[src/design/tlvp_pkg.sv]
// Shared types and constants of the TLV record parser.
package tlvp_pkg;

   localparam logic [7:0] IMAGE_REC_CODE  = 8'h02;
   localparam int         HDR_LEN_BYTES   = 4;
   localparam int         IMG_HDR_BYTES   = 8;
   localparam int         RSP_DEPTH_DFLT  = 8;

   localparam logic       KIND_RECORD     = 1'b0;
   localparam logic       KIND_SUMMARY    = 1'b1;

   localparam logic [2:0] ST_OK           = 3'd0;
   localparam logic [2:0] ST_TRUNC_HDR    = 3'd1;
   localparam logic [2:0] ST_TRUNC_PAY    = 3'd2;
   localparam logic [2:0] ST_IMG_SHORT    = 3'd3;
   localparam logic [2:0] ST_PIX_OVER     = 3'd4;

   typedef struct packed {
      logic        kind;
      logic [7:0]  rtype;
      logic [31:0] rlen;
      logic [39:0] rsum;
      logic [2:0]  status;
      logic [31:0] count;
      logic        last;
   } rsp_word_type;

   typedef struct packed {
      logic         first_valid;
      logic         second_valid;
      rsp_word_type first;
      rsp_word_type second;
   } rsp_push_type;

endpackage

[src/design/tlvp_parse.sv]
// Record parser state and per-byte next-state and result logic.
module tlvp_parse (
   input  logic                  clock,
   input  logic                  reset,
   input  logic                  item_valid,
   input  logic [7:0]            item_byte,
   input  logic                  item_eos,
   output tlvp_pkg::rsp_push_type push
);
   import tlvp_pkg::*;

   localparam logic [1:0] PH_TYPE    = 2'd0;
   localparam logic [1:0] PH_LEN     = 2'd1;
   localparam logic [1:0] PH_PAYLOAD = 2'd2;
   localparam logic [1:0] PH_SKIP    = 2'd3;

   logic [1:0]  phase_ff, phase_in;
   logic [1:0]  hidx_ff, hidx_in;
   logic [7:0]  type_ff, type_in;
   logic [31:0] len_ff, len_in;
   logic [31:0] off_ff, off_in;
   logic [31:0] width_ff, width_in;
   logic [31:0] height_ff, height_in;
   logic [39:0] sum_ff, sum_in;
   logic [31:0] good_ff, good_in;
   logic [2:0]  err_ff, err_in;
   logic [55:0] prod_ff, prod_in;

   logic        fin;
   logic        fail_req;
   logic [2:0]  fail_code;
   logic        rec_valid;
   logic [2:0]  rec_status;
   logic [39:0] rec_sum;
   logic [1:0]  phase_mid;
   logic [31:0] good_mid;
   logic [2:0]  err_mid;
   logic [39:0] wb;
   logic [63:0] pixels;
   logic [31:0] room_base;
   logic [31:0] kidx;
   rsp_word_type rec_w, sum_w;

   always_comb begin
      phase_in  = phase_ff;
      hidx_in   = hidx_ff;
      type_in   = type_ff;
      len_in    = len_ff;
      off_in    = off_ff;
      width_in  = width_ff;
      height_in = height_ff;
      sum_in    = sum_ff;
      err_in    = err_ff;
      prod_in   = prod_ff;
      fin       = 1'b0;
      fail_req  = 1'b0;
      fail_code = ST_OK;
      wb        = width_ff * {32'd0, item_byte};
      pixels    = {8'd0, prod_ff} + {wb, 24'd0};
      room_base = len_ff - 32'(IMG_HDR_BYTES);
      kidx      = off_ff - 32'(IMG_HDR_BYTES);
      case (phase_ff)
         PH_TYPE: begin
            type_in   = item_byte;
            len_in    = '0;
            off_in    = '0;
            hidx_in   = '0;
            width_in  = '0;
            height_in = '0;
            sum_in    = '0;
            phase_in  = PH_LEN;
            if (item_eos) begin
               fail_req  = 1'b1;
               fail_code = ST_TRUNC_HDR;
            end
         end
         PH_LEN: begin
            len_in  = len_ff | ({24'd0, item_byte} << {hidx_ff, 3'b000});
            hidx_in = hidx_ff + 2'd1;
            if (hidx_ff == 2'(HDR_LEN_BYTES - 1)) begin
               if (len_in == '0) begin
                  fin = 1'b1;
               end else begin
                  phase_in = PH_PAYLOAD;
                  if (item_eos) begin
                     fail_req  = 1'b1;
                     fail_code = ST_TRUNC_PAY;
                  end
               end
            end else if (item_eos) begin
               fail_req  = 1'b1;
               fail_code = ST_TRUNC_HDR;
            end
         end
         PH_PAYLOAD: begin
            if (type_ff == IMAGE_REC_CODE) begin
               if (off_ff[31:2] == '0) begin
                  width_in = width_ff | ({24'd0, item_byte} << {off_ff[1:0], 3'b000});
               end else if (off_ff[31:3] == '0) begin
                  height_in = height_ff | ({24'd0, item_byte} << {off_ff[1:0], 3'b000});
                  // height low 24 bits complete: partial product ahead of the top byte
                  if (off_ff[2:0] == 3'd6) begin
                     prod_in = width_ff * {32'd0, height_in[23:0]};
                  end
                  if (off_ff[2:0] == 3'd7) begin
                     if (pixels > {34'd0, room_base[31:2]}) begin
                        err_in = ST_PIX_OVER;
                     end
                  end
               end else if (err_ff == ST_OK && height_ff != '0) begin
                  if (kidx[1:0] == 2'd0 && kidx[31:2] < width_ff) begin
                     sum_in = sum_ff + {32'd0, item_byte};
                  end
               end
            end
            off_in = off_ff + 32'd1;
            if (off_in == len_ff) begin
               fin = 1'b1;
            end else if (item_eos) begin
               fail_req  = 1'b1;
               fail_code = ST_TRUNC_PAY;
            end
         end
         default: begin
         end
      endcase

      if (fin) begin
         if (type_in == IMAGE_REC_CODE && len_in < 32'(IMG_HDR_BYTES)) begin
            fail_req  = 1'b1;
            fail_code = ST_IMG_SHORT;
         end else if (err_in != ST_OK) begin
            fail_req  = 1'b1;
            fail_code = err_in;
         end
      end

      rec_valid  = 1'b0;
      rec_status = ST_OK;
      rec_sum    = '0;
      phase_mid  = phase_in;
      good_mid   = good_ff;
      err_mid    = err_in;
      if (fail_req) begin
         rec_valid  = 1'b1;
         rec_status = fail_code;
         err_mid    = fail_code;
         phase_mid  = PH_SKIP;
      end else if (fin) begin
         rec_valid = 1'b1;
         if (good_ff != '1) begin
            good_mid = good_ff + 32'd1;
         end
         rec_sum   = (type_in == IMAGE_REC_CODE) ? sum_in : '0;
         phase_mid = PH_TYPE;
      end

      rec_w.kind   = KIND_RECORD;
      rec_w.rtype  = type_in;
      rec_w.rlen   = len_in;
      rec_w.rsum   = rec_sum;
      rec_w.status = rec_status;
      rec_w.count  = good_mid;
      rec_w.last   = !item_eos;

      sum_w.kind   = KIND_SUMMARY;
      sum_w.rtype  = '0;
      sum_w.rlen   = '0;
      sum_w.rsum   = '0;
      sum_w.status = err_mid;
      sum_w.count  = good_mid;
      sum_w.last   = 1'b1;

      good_in  = good_mid;
      err_in   = err_mid;
      phase_in = phase_mid;
      if (item_eos) begin
         phase_in = PH_TYPE;
         good_in  = '0;
         err_in   = ST_OK;
      end

      push.first_valid  = item_valid && (rec_valid || item_eos);
      push.second_valid = item_valid && rec_valid && item_eos;
      push.first        = rec_valid ? rec_w : sum_w;
      push.second       = sum_w;
   end

   always_ff @(posedge clock) begin
      if (reset) begin
         phase_ff  <= PH_TYPE;
         hidx_ff   <= '0;
         type_ff   <= '0;
         len_ff    <= '0;
         off_ff    <= '0;
         width_ff  <= '0;
         height_ff <= '0;
         sum_ff    <= '0;
         good_ff   <= '0;
         err_ff    <= ST_OK;
      end else if (item_valid) begin
         phase_ff  <= phase_in;
         hidx_ff   <= hidx_in;
         type_ff   <= type_in;
         len_ff    <= len_in;
         off_ff    <= off_in;
         width_ff  <= width_in;
         height_ff <= height_in;
         sum_ff    <= sum_in;
         good_ff   <= good_in;
         err_ff    <= err_in;
      end
   end

   always_ff @(posedge clock) begin
      if (item_valid) begin
         prod_ff <= prod_in;
      end
   end

   a_eos_restarts: assert property (@(posedge clock) disable iff (reset)
      (item_valid && item_eos) |=> (phase_ff == PH_TYPE && good_ff == '0 && err_ff == ST_OK))
      else $error("stream end did not restart parser");

   a_count_monotone: assert property (@(posedge clock) disable iff (reset)
      (item_valid && !item_eos) |=> (good_ff >= $past(good_ff)))
      else $error("record count went down inside a stream");

   a_skip_has_error: assert property (@(posedge clock) disable iff (reset)
      (phase_ff == PH_SKIP) |-> (err_ff != ST_OK))
      else $error("skipping without an error code");

endmodule

[src/design/tlvp_rsp_fifo.sv]
// Result queue: takes up to two words per cycle, delivers one.
module tlvp_rsp_fifo #(
   parameter int DEPTH = tlvp_pkg::RSP_DEPTH_DFLT
) (
   input  logic                          clock,
   input  logic                          reset,
   input  tlvp_pkg::rsp_push_type        push,
   input  logic                          pop,
   output tlvp_pkg::rsp_word_type        head,
   output logic                          head_valid,
   output logic [$clog2(DEPTH+1)-1:0]    count
);
   import tlvp_pkg::*;

   localparam int PTR_W = $clog2(DEPTH);
   localparam int CNT_W = $clog2(DEPTH+1);

   rsp_word_type           mem_ff [DEPTH];
   logic [PTR_W-1:0]       head_ff, head_in;
   logic [PTR_W-1:0]       tail_ff, tail_in;
   logic [PTR_W-1:0]       tail_p1;
   logic [CNT_W-1:0]       count_ff, count_in;
   logic                   do_pop;

   function automatic logic [PTR_W-1:0] ptr_inc(input logic [PTR_W-1:0] p);
      ptr_inc = (p == PTR_W'(DEPTH - 1)) ? '0 : p + PTR_W'(1);
   endfunction

   always_comb begin
      do_pop   = pop && (count_ff != '0);
      tail_p1  = ptr_inc(tail_ff);
      head_in  = do_pop ? ptr_inc(head_ff) : head_ff;
      tail_in  = tail_ff;
      count_in = count_ff;
      if (push.first_valid) begin
         tail_in = push.second_valid ? ptr_inc(tail_p1) : tail_p1;
      end
      count_in = count_ff + CNT_W'(push.first_valid) + CNT_W'(push.second_valid)
                 - CNT_W'(do_pop);
   end

   always_ff @(posedge clock) begin
      if (reset) begin
         head_ff  <= '0;
         tail_ff  <= '0;
         count_ff <= '0;
      end else begin
         head_ff  <= head_in;
         tail_ff  <= tail_in;
         count_ff <= count_in;
      end
   end

   always_ff @(posedge clock) begin
      if (push.first_valid) begin
         mem_ff[tail_ff] <= push.first;
      end
      if (push.second_valid) begin
         mem_ff[tail_p1] <= push.second;
      end
   end

   assign head       = mem_ff[head_ff];
   assign head_valid = (count_ff != '0);
   assign count      = count_ff;

   a_no_overflow: assert property (@(posedge clock) disable iff (reset)
      (({1'b0, count_ff} + (CNT_W+1)'(push.first_valid) + (CNT_W+1)'(push.second_valid))
       <= (CNT_W+1)'(DEPTH)))
      else $error("result queue overflow");

   a_second_needs_first: assert property (@(posedge clock) disable iff (reset)
      push.second_valid |-> push.first_valid)
      else $error("second word pushed alone");

   a_reset_empty: assert property (@(posedge clock)
      reset |=> (count_ff == '0 && head_ff == tail_ff))
      else $error("queue not empty after reset");

endmodule

[src/design/tlv_record_parser_core.sv]
// Top level of the TLV record parser: input stage, parser and result queue.
//
//  channel | dir | handshake           | word
//  req     | in  | req_tvalid/tready   | tdata: data_byte; tlast: end_of_stream
//  rsp     | out | rsp_tvalid/tready   | tdata: record fields; tuser: kind; tlast: last
//
// One byte per cycle while req_tready is high: a byte is registered, parsed in
// the next cycle and its zero, one or two result words are written to the result
// queue at the end of that cycle; rsp_tvalid comes from the registered queue count.
// A byte that ends the stream yields two words unless the parser is skipping after
// an error; the queue drains one word per cycle if rsp_tready is high; req_tready
// drops only when the queue cannot hold two more words beyond those in flight.
// Reset is synchronous and clears parser state and the queue.
module tlv_record_parser_core #(
   parameter int RSP_DEPTH = tlvp_pkg::RSP_DEPTH_DFLT
) (
   input  logic         clock,
   input  logic         reset,
   input  logic         req_tvalid,
   output logic         req_tready,
   input  logic [7:0]   req_tdata,   // [7:0] data_byte
   input  logic         req_tlast,   // end_of_stream
   output logic         rsp_tvalid,
   input  logic         rsp_tready,
   // [7:0] record_type, [39:8] record_length, [79:40] row_sum,
   // [82:80] status, [114:83] record_count, [119:115] zero
   output logic [119:0] rsp_tdata,
   output logic         rsp_tuser,   // result_kind
   output logic         rsp_tlast    // last
);
   import tlvp_pkg::*;

   localparam int CNT_W = $clog2(RSP_DEPTH+1);

   logic             stage_valid_ff, stage_valid_in;
   logic [7:0]       stage_byte_ff;
   logic             stage_eos_ff;
   logic             req_take;
   logic [CNT_W-1:0] q_count;
   logic             q_valid;
   rsp_push_type     push;
   rsp_word_type     head;

   assign req_tready = ({1'b0, q_count} + (CNT_W+1)'(stage_valid_ff ? 2 : 0))
                       <= (CNT_W+1)'(RSP_DEPTH - 2);
   assign req_take       = req_tvalid && req_tready;
   assign stage_valid_in = req_take;

   always_ff @(posedge clock) begin
      if (reset) begin
         stage_valid_ff <= 1'b0;
      end else begin
         stage_valid_ff <= stage_valid_in;
      end
   end

   always_ff @(posedge clock) begin
      if (req_take) begin
         stage_byte_ff <= req_tdata;
         stage_eos_ff  <= req_tlast;
      end
   end

   tlvp_parse u_parse (
      .clock      (clock),
      .reset      (reset),
      .item_valid (stage_valid_ff),
      .item_byte  (stage_byte_ff),
      .item_eos   (stage_eos_ff),
      .push       (push)
   );

   tlvp_rsp_fifo #(
      .DEPTH (RSP_DEPTH)
   ) u_rsp_fifo (
      .clock      (clock),
      .reset      (reset),
      .push       (push),
      .pop        (rsp_tready),
      .head       (head),
      .head_valid (q_valid),
      .count      (q_count)
   );

   assign rsp_tvalid = q_valid;
   assign rsp_tdata  = {5'd0, head.count, head.status, head.rsum, head.rlen, head.rtype};
   assign rsp_tuser  = head.kind;
   assign rsp_tlast  = head.last;

endmodule
[config.mk]
export PLATFORM = sky130hd
export DESIGN_NAME = tlv_record_parser_core
export DESIGN_NICKNAME = d
export VERILOG_FILES = /design/src/design/tlvp_pkg.sv /design/src/design/tlvp_parse.sv /design/src/design/tlvp_rsp_fifo.sv /design/src/design/tlv_record_parser_core.sv
export SDC_FILE = /design/constraint.sdc
export NUM_CORES = 2
export LEC_CHECK = 0
export ABC_AREA = 1
export BUFFER_PORTS_ARGS = -buffer_cell sky130_fd_sc_hd__buf_2
export CORE_UTILIZATION = 45
export CTS_BUF_LIST = sky130_fd_sc_hd__clkbuf_2 sky130_fd_sc_hd__clkbuf_4 sky130_fd_sc_hd__clkbuf_8
export DETAILED_ROUTE_END_ITERATION = 7
export GPL_TIMING_DRIVEN = 0
export MAX_ROUTING_LAYER = met4
export PLACE_DENSITY_LB_ADDON = 0.3
export SETUP_SLACK_MARGIN = 0.5
export SLEW_MARGIN = 15
export SYNTH_ARGS = -nofsm -noshare
export SYNTH_HDL_FRONTEND = slang
export SYNTH_SLANG_ARGS = --single-unit
[constraint.sdc]
create_clock -name clock -period 12.65 [get_ports clock]
set_input_delay 1.265 -clock clock [delete_from_list [all_inputs] [get_ports clock]]
set_output_delay 1.265 -clock clock [all_outputs]
set_load 0.05 [all_outputs]
==> summary by stage <==
Worst setup path
The critical path launch point type is a flip-flop. In this run the worst path has a maximum fanout of 10. Counting cells, the worst reg-to-reg path comes to 32. STA puts the critical path data required time at 13.34 ns. The critical path in this run is classified as reg2reg. In this run the critical register-to-register path is captured at u_parse.prod_ff[54].

The highest-delay cell along the critical path is clkbuf_1. For this run, the slowest stage of the critical path takes 1.03 ns. In this design, the critical path's most frequently occurring cell is fa_1. The worst setup path is captured at a flip-flop. The slack of the worst reg-to-reg path is 0.92 ns. The signal arrival time at the worst endpoint is 12.41 ns. The reg-to-reg critical path startpoint is stage_byte_ff[4].

Die
The starting utilization of the core area is 0.452. The region available for standard cell placement spans 204000 µm². From bottom edge to top edge, the die measures 455 µm. In this run the core area contains 166 standard-cell rows. The die outline area is 207000 µm². The number of top-level design ports is 137. In this run the horizontal extent of the chip is 455 µm.

Power
The maximum vdd ir drop is 0.000153 V. The reported leakage power is 44.1 nW. The design draws 14.0 mW. In this run the power density over the cells is 139 nW/µm².

Place
The placer congestion estimate is 1.03. Detailed placement finished with a half-perimeter wire length of 275000 µm. Before CTS, the worst setup slack after placement is 1.61 ns. Input and output buffers added on the ports amount to 130.

Synth
The distinct cell type count of the synthesized netlist is 63. The number of standard cells after synthesis is 12.3k. Among all flip-flop cells after synthesis, the most frequent one is dfxtp_1.

The number of warnings issued by yosys is 0. The fraction of synthesis flops using an asynchronous set or reset pin is 0. The cell with the most instances after synthesis is nand2_1. Of the post-synthesis cell area, the dominant cell type holds 0.192. The post-synthesis area per instance is 7.53 µm².

The cell area after synthesis is 92400 µm². By area the synthesized netlist is led by dfxtp_1, fa_1, edfxtp_1. The part of the Yosys area used for sequential elements is 0.304. The number of storage elements in the synthesis netlist is 1230. The commonest cells after synthesis are nand2_1, inv_1, nor2_1, o21ai_0, dfxtp_1. The number of enable flip-flop cells after synthesis is 345. Of all cell types, the one taking the most synthesized area is dfxtp_1.

Timing
The count of final hold-check violations is 0. The worst-margin pin slew is 1.40 ns. The normalized max-slew margin is 0.0655. The summed negative setup slack over all endpoints is 0 ns. The minimum clock period after layout is 11.73 ns. Setup repair after global routing left no endpoint under its margin. The clock skew is 0.0650 ns. The final count of negative-setup-slack endpoints is 0. Dividing the final minimum period by the clock period gives 0.927. The highest clock rate is 85.3 MHz. The post-route worst setup slack is 0.923 ns. The number of pins with negative max-slew slack in the final report came to 0.

Final layout
Relative to the synthesized area, the layout overhead comes to 9.17%. Of the cells placed in the final design, the portion with a size suffix greater than 1 is 0.0570. The total number of nets in the final design is 13.8k. The final-layout fill cell count is 20.6k.

CTS
The post-cts repair resize count is 0. In this run the deepest clock path goes through 3 buffers. Post-CTS timing repair inserted 0 buffers for setup. The total number of clock tree sinks is 1230. The clock insertion delay at the later pin of the skew report is 0.99 ns. In this run, post-CTS hold repair placed 0 buffers. The total clock buffers created by CTS is 200. The clock input transition at the sequential cells of the worst setup and hold paths is 0.06 ns.

The clock root buffer is clkbuf_8. The number of H-tree levels is 4. TritonCTS built the clock tree.

Global routing
The first global-routing pass estimated 523000 µm of wire. The met1 track utilization from global routing is 0.498. In the global route stage, met3 resource usage came out at 0.0794.

The leftover overflow at the end of global routing is 0. The met2 track utilization from global routing is 0.472. The via count of the first global-routing pass is 81.5k. In the global route stage, overall resource usage came out at 0.347.

The largest net degree at the start of global routing is 45. The number of antenna violations at the first check in global routing is 15. After global routing, the most crowded layer is met1.

Run status
The flow ran to the end, and the final reports show no timing, DRC or antenna violations.

Route
Using the TritonRoute via totals, the vias-per-cell ratio works out to 5.61. The total iterations of the first detailed-routing run is 6. The total number of vias is 86.8k. In this run the remaining antenna-violating nets after routing total 0. In the routed design, unresolved DRC markers number 0. Wires add up to 351000 µm. The per-cell routed wire length is 22.7 µm. After the first detailed-routing iteration, the DRC count stood at 11.7k.

Worst hold path
In this run the most critical hold path is launched from u_rsp_fifo.mem_ff[5][69]. The worst min-delay path endpoint is u_rsp_fifo.mem_ff[5][69]. The min-delay analysis places its worst path in the category reg2reg.

The number of cells on the worst hold path is 2.

Flow run
The max-capacitance violation count is 0.
## stage by stage
stage	hold slack (ns)	utilization	instance area, µm²	instances
finish	0.451	0.494	101000	15500
global route	0.461	0.494	101000	15500
CTS	0.443	0.494	101000	15500
detailed placement	0.429	0.473	96600	15100
global placement	0.423	0.472	96500	15100
floorplan	0.414	-	92500	12300
## cell families after synthesis
logic type / count (synthesis) / share of synthesized area
buf+inv: 2679 / 0.112
fa+ha+maj: 1213 / 0.233
xor+xnor: 194 / 0.0184
flops: 1230 / 0.304
other cells: 1 / 0.0000406
mux: 3 / 0.000338
simple gates: 4584 / 0.198
compound gates: 2373 / 0.136
## per-layer routing
metal,vias to the layer above,part of all wire
met2,4886,0.40
li1,39300,-
met4,0,0.039
met1,41800,0.44
met5,-,0
met3,708,0.12
## worst max-delay path, delay by kind of cell, from the launching register on
kind	cells	cell delay [ns]
AND/OR/NAND/NOR	7	1.33
XOR/XNOR	1	0.09
adder cells (fa/ha/maj)	8	4.01
buffers and inverters	8	2.58
AO/OA/AOI/OAI	8	2.90
flip-flops	1	0.51
## cell type report
type | instances | area, µm² | area share
Multi-Input combinational cell | 8372 | 54100 | 0.536
Sequential cell | 1230 | 28100 | 0.278
Inverter | 2007 | 7530 | 0.0747
Clock buffer | 303 | 3730 | 0.0370
Tap cell | 2688 | 3360 | 0.0333
Buffer | 672 | 2810 | 0.0278
Timing Repair Buffer | 139 | 754 | 0.00748
Clock inverter | 54 | 546 | 0.00541
Antenna cell | 10 | 25.0 | 0.000248
## sequential cells by signal, summed over array words and instances, names as in the netlist, named ones only
| signal | cells |
|---|---|
| u_parse.sum_ff | 40 |
| stage_eos_ff | 1 |
| u_parse.height_ff | 32 |
| u_parse.prod_ff | 56 |
| stage_valid_ff | 1 |
| u_parse.len_ff | 32 |
| stage_byte_ff | 8 |
| u_parse.phase_ff | 2 |
| u_parse.err_ff | 3 |
| u_rsp_fifo.count | 4 |
| u_rsp_fifo.head_ff | 3 |
| u_parse.type_ff | 8 |
| u_rsp_fifo.mem_ff | 936 |
| u_parse.good_ff | 32 |
| u_parse.hidx_ff | 2 |
| u_parse.width_ff | 32 |
| u_parse.off_ff | 32 |
| u_rsp_fifo.tail_ff | 3 |
## how the worst max path moves through the flow
stage,cells past startpoint,from,endpoint
after CTS,32,stage_byte_ff[4],u_parse.prod_ff[54]
after global placement,32,stage_byte_ff[4],u_parse.prod_ff[54]
after global routing,32,stage_byte_ff[4],u_parse.prod_ff[54]
after detailed placement,32,stage_byte_ff[4],u_parse.prod_ff[54]
after floorplan,31,u_parse.off_ff[0],u_parse.prod_ff[54]
final,32,stage_byte_ff[4],u_parse.prod_ff[54]
## where the power goes
part	internal (mW)	total [mW]	switching, mW
sequential	4.54	4.74	0.201
clock	2.03	3.80	1.77
combinational	1.25	5.50	4.25
total	7.82	14.0	6.22
## placed cells by master, fill, tap and decap left out, types with 47 or more instances in the layout
| cell type | n |
|---|---|
| o21ai_0 | 1286 |
| inv_1 | 1935 |
| nand3_1 | 265 |
| edfxtp_1 | 345 |
| buf_2 | 231 |
| a31oi_1 | 142 |
| ha_1 | 371 |
| nand2_1 | 2593 |
| xnor2_1 | 47 |
| nor3_1 | 101 |
| fa_1 | 842 |
| buf_1 | 54 |
| nor2_1 | 1412 |
| nand4_1 | 76 |
| clkbuf_8 | 233 |
| o22ai_1 | 121 |
| clkbuf_1 | 483 |
| clkbuf_4 | 70 |
| dfxtp_1 | 885 |
| a21oi_1 | 658 |
| xor2_1 | 147 |
Power figures use the tool's default switching activity.
